==> config.mk <==
export PLATFORM = sky130hd
export DESIGN_NAME = text_encoding_classifier_core
export DESIGN_NICKNAME = d
export VERILOG_FILES = /design/src/tec_pkg.sv /design/src/text_encoding_classifier_core.sv
export SDC_FILE = /design/constraint.sdc
export NUM_CORES = 1
export LEC_CHECK = 0
export ABC_AREA = 1
export BUFFER_PORTS_ARGS = -buffer_cell sky130_fd_sc_hd__buf_4
export CORE_MARGIN = 2
export CORE_UTILIZATION = 58
export CTS_BUF_LIST = sky130_fd_sc_hd__clkbuf_16
export DETAILED_ROUTE_END_ITERATION = 12
export GPL_TIMING_DRIVEN = 0
export HOLD_SLACK_MARGIN = 0.05
export MAX_ROUTING_LAYER = met4
export PLACE_DENSITY = 0.8
export SYNTH_ARGS = -nofsm -noshare
export SYNTH_HDL_FRONTEND = slang
export SYNTH_SLANG_ARGS = --single-unit
==> constraint.sdc <==
create_clock -name clk_i -period 4.1 [get_ports clk_i]
set_input_delay 0.41 -clock clk_i [delete_from_list [all_inputs] [get_ports clk_i]]
set_output_delay 0.41 -clock clk_i [all_outputs]
set_load 0.005 [all_outputs]
==> src/tec_pkg.sv <==
// package with the class codes and byte masks of the text encoding classifier
`default_nettype none

package tec_pkg;

  typedef enum logic [1:0] {
    CLASS_ASCII  = 2'd0,
    CLASS_UTF8   = 2'd1,
    CLASS_CP1252 = 2'd2
  } enc_class_e;

  localparam int unsigned CodePointW = 21;
  localparam int unsigned DataW      = 8;

  localparam logic [7:0] ContMask  = 8'hC0;
  localparam logic [7:0] ContMark  = 8'h80;
  localparam logic [7:0] ContBits  = 8'h3F;
  localparam logic [7:0] Lead2Bits = 8'h1F;
  localparam logic [7:0] Lead3Bits = 8'h0F;
  localparam logic [7:0] Lead4Bits = 8'h07;

  // noncharacter test over the full code point width
  function automatic logic is_nonchar(input logic [CodePointW-1:0] cp);
    logic in_block;
    logic low_pair;
    begin
      in_block = (cp >= 21'h00FDD0) && (cp <= 21'h00FDEF);
      low_pair = (cp[15:1] == 15'h7FFF);
      return in_block || low_pair;
    end
  endfunction

endpackage

`default_nettype wire

==> src/text_encoding_classifier_core.sv <==
// top level of the text encoding classifier: per-byte utf-8 check and result register
// result: the class is registered on the last byte's transfer and appears on the master side in the cycle after it
// throughput: one byte per cycle; the slave side stalls only while a result is held
// and the master side is not ready
// reset: asynchronous, clears the decode state and drops any held result
`default_nettype none

module text_encoding_classifier_core (
  input  wire logic       clk_i,
  input  wire logic       rst_ni,
  input  wire logic       s_axis_tvalid_i,
  output logic            s_axis_tready_o,
  input  wire logic [7:0] s_axis_tdata_i,   // [7:0] data_byte
  input  wire logic       s_axis_tlast_i,   // last_byte
  output logic            m_axis_tvalid_o,
  input  wire logic       m_axis_tready_i,
  output logic      [7:0] m_axis_tdata_o    // [1:0] encoding_class, [7:2] zero
);

  logic [1:0]                         pend_q, pend_d;
  logic [tec_pkg::CodePointW-1:0]     cp_q, cp_d;
  logic                               non_ascii_q, non_ascii_d;
  logic                               broken_q, broken_d;
  logic                               out_valid_q, out_valid_d;
  tec_pkg::enc_class_e                out_class_q, out_class_d;

  logic [7:0]                         b;
  logic                               s_xfer;
  logic [1:0]                         tb_pend;
  logic [tec_pkg::CodePointW-1:0]     tb_cp;
  logic [tec_pkg::CodePointW-1:0]     cp_shift;
  logic                               tb_non_ascii;
  logic                               tb_broken;
  logic                               fin_broken;

  assign b               = s_axis_tdata_i;
  assign s_axis_tready_o = !out_valid_q || m_axis_tready_i;
  assign s_xfer          = s_axis_tvalid_i && s_axis_tready_o;
  assign cp_shift        = {cp_q[tec_pkg::CodePointW-7:0], b[5:0]};

  // effect of one byte on the decode state
  always_comb begin
    tb_pend      = pend_q;
    tb_cp        = cp_q;
    tb_non_ascii = non_ascii_q;
    tb_broken    = broken_q;
    if (!broken_q) begin
      if (pend_q != 2'd0) begin
        if ((b & tec_pkg::ContMask) != tec_pkg::ContMark) begin
          tb_broken = 1'b1;
          tb_pend   = 2'd0;
        end else begin
          tb_cp   = cp_shift;
          tb_pend = pend_q - 2'd1;
          if ((pend_q == 2'd1) && tec_pkg::is_nonchar(cp_shift)) begin
            tb_broken = 1'b1;
          end
        end
      end else if (b[7]) begin
        tb_non_ascii = 1'b1;
        if (!b[6]) begin
          tb_broken = 1'b1;
        end else if (!b[5]) begin
          tb_pend = 2'd1;
          tb_cp   = {13'd0, b & tec_pkg::Lead2Bits};
        end else if (!b[4]) begin
          tb_pend = 2'd2;
          tb_cp   = {13'd0, b & tec_pkg::Lead3Bits};
        end else if (!b[3]) begin
          tb_pend = 2'd3;
          tb_cp   = {13'd0, b & tec_pkg::Lead4Bits};
        end else begin
          tb_broken = 1'b1;
        end
      end
    end
  end

  always_comb begin
    fin_broken  = tb_broken || (tb_pend != 2'd0);
    pend_d      = pend_q;
    cp_d        = cp_q;
    non_ascii_d = non_ascii_q;
    broken_d    = broken_q;
    out_valid_d = out_valid_q && !m_axis_tready_i;
    out_class_d = out_class_q;
    if (s_xfer) begin
      if (s_axis_tlast_i) begin
        pend_d      = 2'd0;
        cp_d        = '0;
        non_ascii_d = 1'b0;
        broken_d    = 1'b0;
        out_valid_d = 1'b1;
        if (!tb_non_ascii) begin
          out_class_d = tec_pkg::CLASS_ASCII;
        end else if (fin_broken) begin
          out_class_d = tec_pkg::CLASS_CP1252;
        end else begin
          out_class_d = tec_pkg::CLASS_UTF8;
        end
      end else begin
        pend_d      = tb_pend;
        cp_d        = tb_cp;
        non_ascii_d = tb_non_ascii;
        broken_d    = tb_broken;
      end
    end
  end

  always_ff @(posedge clk_i or negedge rst_ni) begin
    if (!rst_ni) begin
      pend_q      <= 2'd0;
      cp_q        <= '0;
      non_ascii_q <= 1'b0;
      broken_q    <= 1'b0;
      out_valid_q <= 1'b0;
    end else begin
      pend_q      <= pend_d;
      cp_q        <= cp_d;
      non_ascii_q <= non_ascii_d;
      broken_q    <= broken_d;
      out_valid_q <= out_valid_d;
    end
  end

  always_ff @(posedge clk_i) begin
    out_class_q <= out_class_d;
  end

  assign m_axis_tvalid_o = out_valid_q;
  assign m_axis_tdata_o  = {6'd0, out_class_q};

endmodule

`default_nettype wire

## Word-level counts from Yosys, hierarchy flattened

Index checks and enable logic that the tools add are counted.

- Bits of input ports: 13
- Bits in registers: 22
- Output and inout bits: 10
- Logic and storage cells: 65

- Order comparisons: 2
- $add $sub $neg: 1
- Equal/unequal tests: 6
- Reduce and logical (&&, ||, !) cells: 15
- Multiplexer cells: 35

Operators with widths:

| operator | count |
|---|---|
| 15-bit two-way mux | 9 |
| 21-bit by 16-bit >= comparator with 1-bit output, second input constant | 1 |
| 21-bit by 16-bit <= comparator with 1-bit output, second input constant | 1 |
| 2-bit two-way mux | 10 |
| 1-bit two-way mux | 16 |
| 15-bit == test, second input constant | 1 |
| 6-bit AND reduction | 1 |
| 3-bit nonzero test | 2 |
| 5-bit by 3-bit inequality test with 1-bit output, second input constant | 1 |
| 1-bit logical AND | 4 |
| 2-bit inequality test, second input constant | 2 |
| 2-bit nonzero test | 2 |
| 1-bit logical OR | 3 |
| 3-bit inequality test, second input constant | 1 |
| 2-bit by 1-bit == test with 1-bit output, second input constant | 1 |
| 1-bit logical NOT | 2 |
| 2-bit AND reduction | 1 |
| 2-bit by 1-bit subtractor with 2-bit output, second input constant | 1 |

## Depth between registers and ports, before layout

- Depth in word-level cells: 10
- Mapped depth: 13
- Gate-level depth less buffers: 12

## Least setup slack after synthesis

Ideal clock, no wire load.

- Kind: register -> register
- Start: register pend_q[0]
- End: register out_class_q[1] (data pin)
- Buffers on the path: 1
- Arrival time: 1.370 ns
- Required time: 3.851 ns
- Period minus slack after synthesis: 1.620 ns
- Setup slack: 2.480 ns
- Setup time: 0.249 ns
- Cell stages (with the launch flop): 13
- Cell sequence: dfrtp_1 inv_1 ha_1 buf_6 nand2_1 nand3_1 nand2_1 o21ai_1 nand2_1 inv_1 nand3_1 nand2_1 inv_1

- Longest elaborated chain between the ends: 10
- Elaborated cells on any way between the ends: 21
- Classes of those cells: add/sub (1); eq/ne (1); mux (15); reduce/logical (4)

Ends and longest elaborated chain:

| element | line | source |
|---|---|---|
| start: declaration | text_encoding_classifier_core.sv:20 | `logic [1:0] pend_q, pend_d;` |
| start signal: assignment | text_encoding_classifier_core.sv:118 | `pend_q <= pend_d;` |
| 2-bit two-way mux | text_encoding_classifier_core.sv:69 | `end else if (!b[3]) begin` |
| 2-bit two-way mux | text_encoding_classifier_core.sv:66 | `end else if (!b[4]) begin` |
| 2-bit two-way mux | text_encoding_classifier_core.sv:63 | `end else if (!b[5]) begin` |
| 2-bit two-way mux | text_encoding_classifier_core.sv:61 | `if (!b[6]) begin` |
| 2-bit two-way mux | text_encoding_classifier_core.sv:59 | `end else if (b[7]) begin` |
| 2-bit two-way mux | text_encoding_classifier_core.sv:48 | `if (pend_q != 2'd0) begin` |
| 2-bit two-way mux | text_encoding_classifier_core.sv:47 | `if (!broken_q) begin` |
| 2-bit nonzero test | text_encoding_classifier_core.sv:80 | `fin_broken = tb_broken \|\| (tb_pend != 2'd0);` |
| 1-bit logical OR | text_encoding_classifier_core.sv:80 |  |
| 2-bit two-way mux | text_encoding_classifier_core.sv:96 | `end else if (fin_broken) begin` |
| end signal: assignment | text_encoding_classifier_core.sv:127 | `out_class_q <= out_class_d;` |
| end: declaration | text_encoding_classifier_core.sv:25 | `tec_pkg::enc_class_e out_class_q, out_class_d;` |

Several ways; a longest one is shown, not always the timed one.
A chain may end at the register's enable or synchronous reset.

## Worst setup path in the final report

Same ends and word-level chain as after synthesis.

==> flow_summary.json <==
{
  "status": "finished, final reports clean",
  "netlist_area_um2": 1237,
  "post-route-min-period_ps": 1816,
  "power.net_switching_w": 0.0002536,
  "gr-usage-met2_pct": 39.47,
  "cts_buffers": 3,
  "die_h_um": 50.19,
  "avgSynthCellArea_um2": 8.088,
  "cp_max_fo": 9,
  "fin_setup_tns_ps": 0,
  "synth-seq-cells": 22,
  "grt_max_degree": 21,
  "drc": 0,
  "ir_drop_uv": 358.3,
  "power.internal_w": 0.0005264,
  "numClockSinks": 22,
  "post_cts_buffers": 0,
  "synthToLayoutAreaGrowth_pct": 22.85,
  "rsz0062_at_grt": "false",
  "synthMuxAreaShare_pct": 0,
  "synth-compound-area-share_pct": 15.37,
  "cts_root_buf": "clkbuf_16",
  "grt_pass1_vias": 987,
  "synth_xor_area_share_pct": 0,
  "via_count": 1082,
  "core_region_area_um2": 1982,
  "portBuffers": 16,
  "cts_hold_buffers": 1,
  "pwr-share-clk_pct": 31.1,
  "drv_cap": 0,
  "pwr-share-comb_pct": 32.5,
  "antenna_found_initial": 0,
  "met1_usage_pct": 28.71,
  "grt_use_total_pct": 22.87,
  "period_share_pct": 44.30,
  "worstPathRequired_ps": 4110,
  "post-route-util_pct": 76.70,
  "die_w_um": 50.19,
  "ys.warnings.count": 0,
  "routabilityCongestion": 0.8576,
  "cp-start-kind": "flip-flop",
  "htree_num_levels": 1,
  "routedWlPerCell_um": 12.53,
  "timing.fmax_mhz": 550.6,
  "cts_tree": "done",
  "leakage_nw": 0.7989,
  "die_area_um2": 2519,
  "clock-skew-final_ps": 2.596,
  "cts_buffer_depth": 2,
  "grt_pass1_wl_um": 4284,
  "wl_um": 2581,
  "critical_path_class": "reg2reg",
  "setup_violations": 0,
  "end_kind": "flip-flop",
  "synth_top_family_by_area": "simple AND/OR/NAND/NOR gates",
  "fin_nets": 195,
  "switching_share_pct": 32.51,
  "grt_busiest_layer": "met2",
  "vias_per_cell": 5.252,
  "synth_cell_types": 27,
  "dp.final_hpwl_um": 1922,
  "p_per_area_nw_per_um2": 513.1,
  "synth-seq-area-share_pct": 45.30,
  "drive_gt1_share_pct": 21.23,
  "first_pass_iters": 4,
  "drtIter0Drc": 58,
  "antenna_left": 0,
  "seqPwrFrac_pct": 36.4,
  "maxSlewViolCount": 0,
  "grt_overflow": 0,
  "synthCells": 153,
  "hp-class": "in2reg",
  "arrival_ps": 1830,
  "ctsResizeCount": 0,
  "start_util_pct": 62.44,
  "synth_adder_area_share_pct": 2.022,
  "use_met3_pct": 2.679,
  "ios": 23,
  "hold_viol_final": 0,
  "antenna_cells": 0,
  "synthSimpleGateAreaFrac_pct": 25.28,
  "insertion_delay_ps": 250,
  "fp-row-count": 16,
  "clk_pin_slew_ps": 60
}
==> flip-flops by register name (all words and copies together) (netlist names) <==
signal / cells
non_ascii_q: 1
pend_q: 2
m_axis_tvalid_o: 1
out_class_q: 2
cp_q: 15
broken_q: 1
==> metrics by stage <==
stage | setup WS, ps | area [µm²] | instances | total power (W) | hold WS, ps
3_3_place_gp | 2329 | 1410 | 201 | 0.0005278 | 296.7
6_report | 2284 | 1520 | 206 | 0.0007800 | 397.8
3_5_place_dp | 2316 | 1410 | 201 | 0.0005356 | 300.3
4_1_cts | 2304 | 1520 | 206 | 0.0007803 | 394.8
5_1_grt | 2124 | 1520 | 206 | 0.0008286 | 413.9
2_1_floorplan | 2480 | 1256 | 158 | 0.0004714 | 114.4
==> synthesized netlist by cell type <==
cell | count | area [µm²]
ha_1 | 2 | 25.02
nand3_1 | 5 | 25.02
nor3_4 | 1 | 16.27
o211ai_1 | 1 | 7.510
a31oi_1 | 1 | 6.260
dfrtp_1 | 20 | 500.5
o22ai_1 | 2 | 12.51
conb_1 | 1 | 3.750
inv_2 | 1 | 3.750
inv_1 | 17 | 63.81
nand2_4 | 1 | 11.26
nand2_2 | 3 | 18.77
nand3_2 | 1 | 10.01
clkinv_2 | 1 | 5.000
o21ai_2 | 1 | 8.760
nand2_1 | 43 | 161.4
nand4_1 | 1 | 6.260
buf_2 | 1 | 5.000
a22o_1 | 10 | 87.58
o31ai_1 | 1 | 7.510
buf_6 | 2 | 22.52
a21oi_1 | 3 | 15.01
edfxtp_1 | 2 | 60.06
o21ai_0 | 3 | 15.01
nor2_1 | 17 | 63.81
o21ai_1 | 6 | 30.03
buf_4 | 6 | 45.04
==> final cells by class <==
class / count / area, µm²
Clock buffer: 4 / 100.1
Sequential cell: 22 / 560.5
Tap cell: 27 / 33.78
Multi-Input combinational cell: 108 / 550.5
Fill cell: 146 / 461.7
Timing Repair Buffer: 17 / 130.1
Buffer: 9 / 72.57
Inverter: 19 / 72.57
==> cell families (layout without fill, tap and decap cells) <==
kind of cell / count (synthesis) / after routing
and+or+nand+nor: 72 / 72
AOI/OAI and AO/OA: 28 / 28
buffers and inverters: 28 / 49
DFF: 22 / 22
adders and majority gates: 2 / 2
other: 1 / 6
==> cells in the final DEF (no fill, tap or decap), types with 4 or more instances in the layout <==
| master | synthesis | final |
|---|---|---|
| a22o_1 | 10 | 10 |
| buf_4 | 6 | 22 |
| clkbuf_16 | 0 | 4 |
| conb_1 | 1 | 6 |
| dfrtp_1 | 20 | 20 |
| inv_1 | 17 | 17 |
| nand2_1 | 43 | 43 |
| nand3_1 | 5 | 5 |
| nor2_1 | 17 | 17 |
| o21ai_1 | 6 | 6 |
==> routing by layer <==
layer | up-vias | wire length [µm]
met4 | 0 | 21
met3 | 4 | 172
met2 | 47 | 1295
met1 | 493 | 1091
li1 | 538 | -
met5 | - | 0
==> power by group through the flow <==
stage | Sequential, W | Clock (W) | Combinational (W)
finish | 0.000284 | 0.000242 | 0.000254
CTS | 0.000283 | 0.000245 | 0.000252
global placement | 0.000286 | 0 | 0.000241
detailed placement | 0.000287 | 0 | 0.000249
global route | 0.000289 | 0.000251 | 0.000288
floorplan | 0.000280 | 0 | 0.000191
==> worst paths after layout <==
check / start / endpoint / slack (ps) / depth (start not counted)
max: pend_q[0] / out_class_q[1] / 2280 / 12
min: s_axis_tlast_i / non_ascii_q / 400 / 2
max reg2reg: pend_q[0] / out_class_q[1] / 2280 / 12
min reg2reg: non_ascii_q / non_ascii_q / 510 / 2
max in group asynchronous: rst_ni / broken_q / 3330 / 2
min in group asynchronous: rst_ni / cp_q[6] / 570 / 2
==> critical path: stages (launching register included) <==
cell and delay [ps]:
dfrtp_1 380, inv_1 120, ha_1 180, buf_6 140, nand2_1 100, nand3_1 120, nand2_1 60, o21ai_1 160
nand2_1 70, inv_1 50, nand3_1 90, nand2_1 70, inv_1 30
No activity file was read; power rests on OpenSTA's default activity.
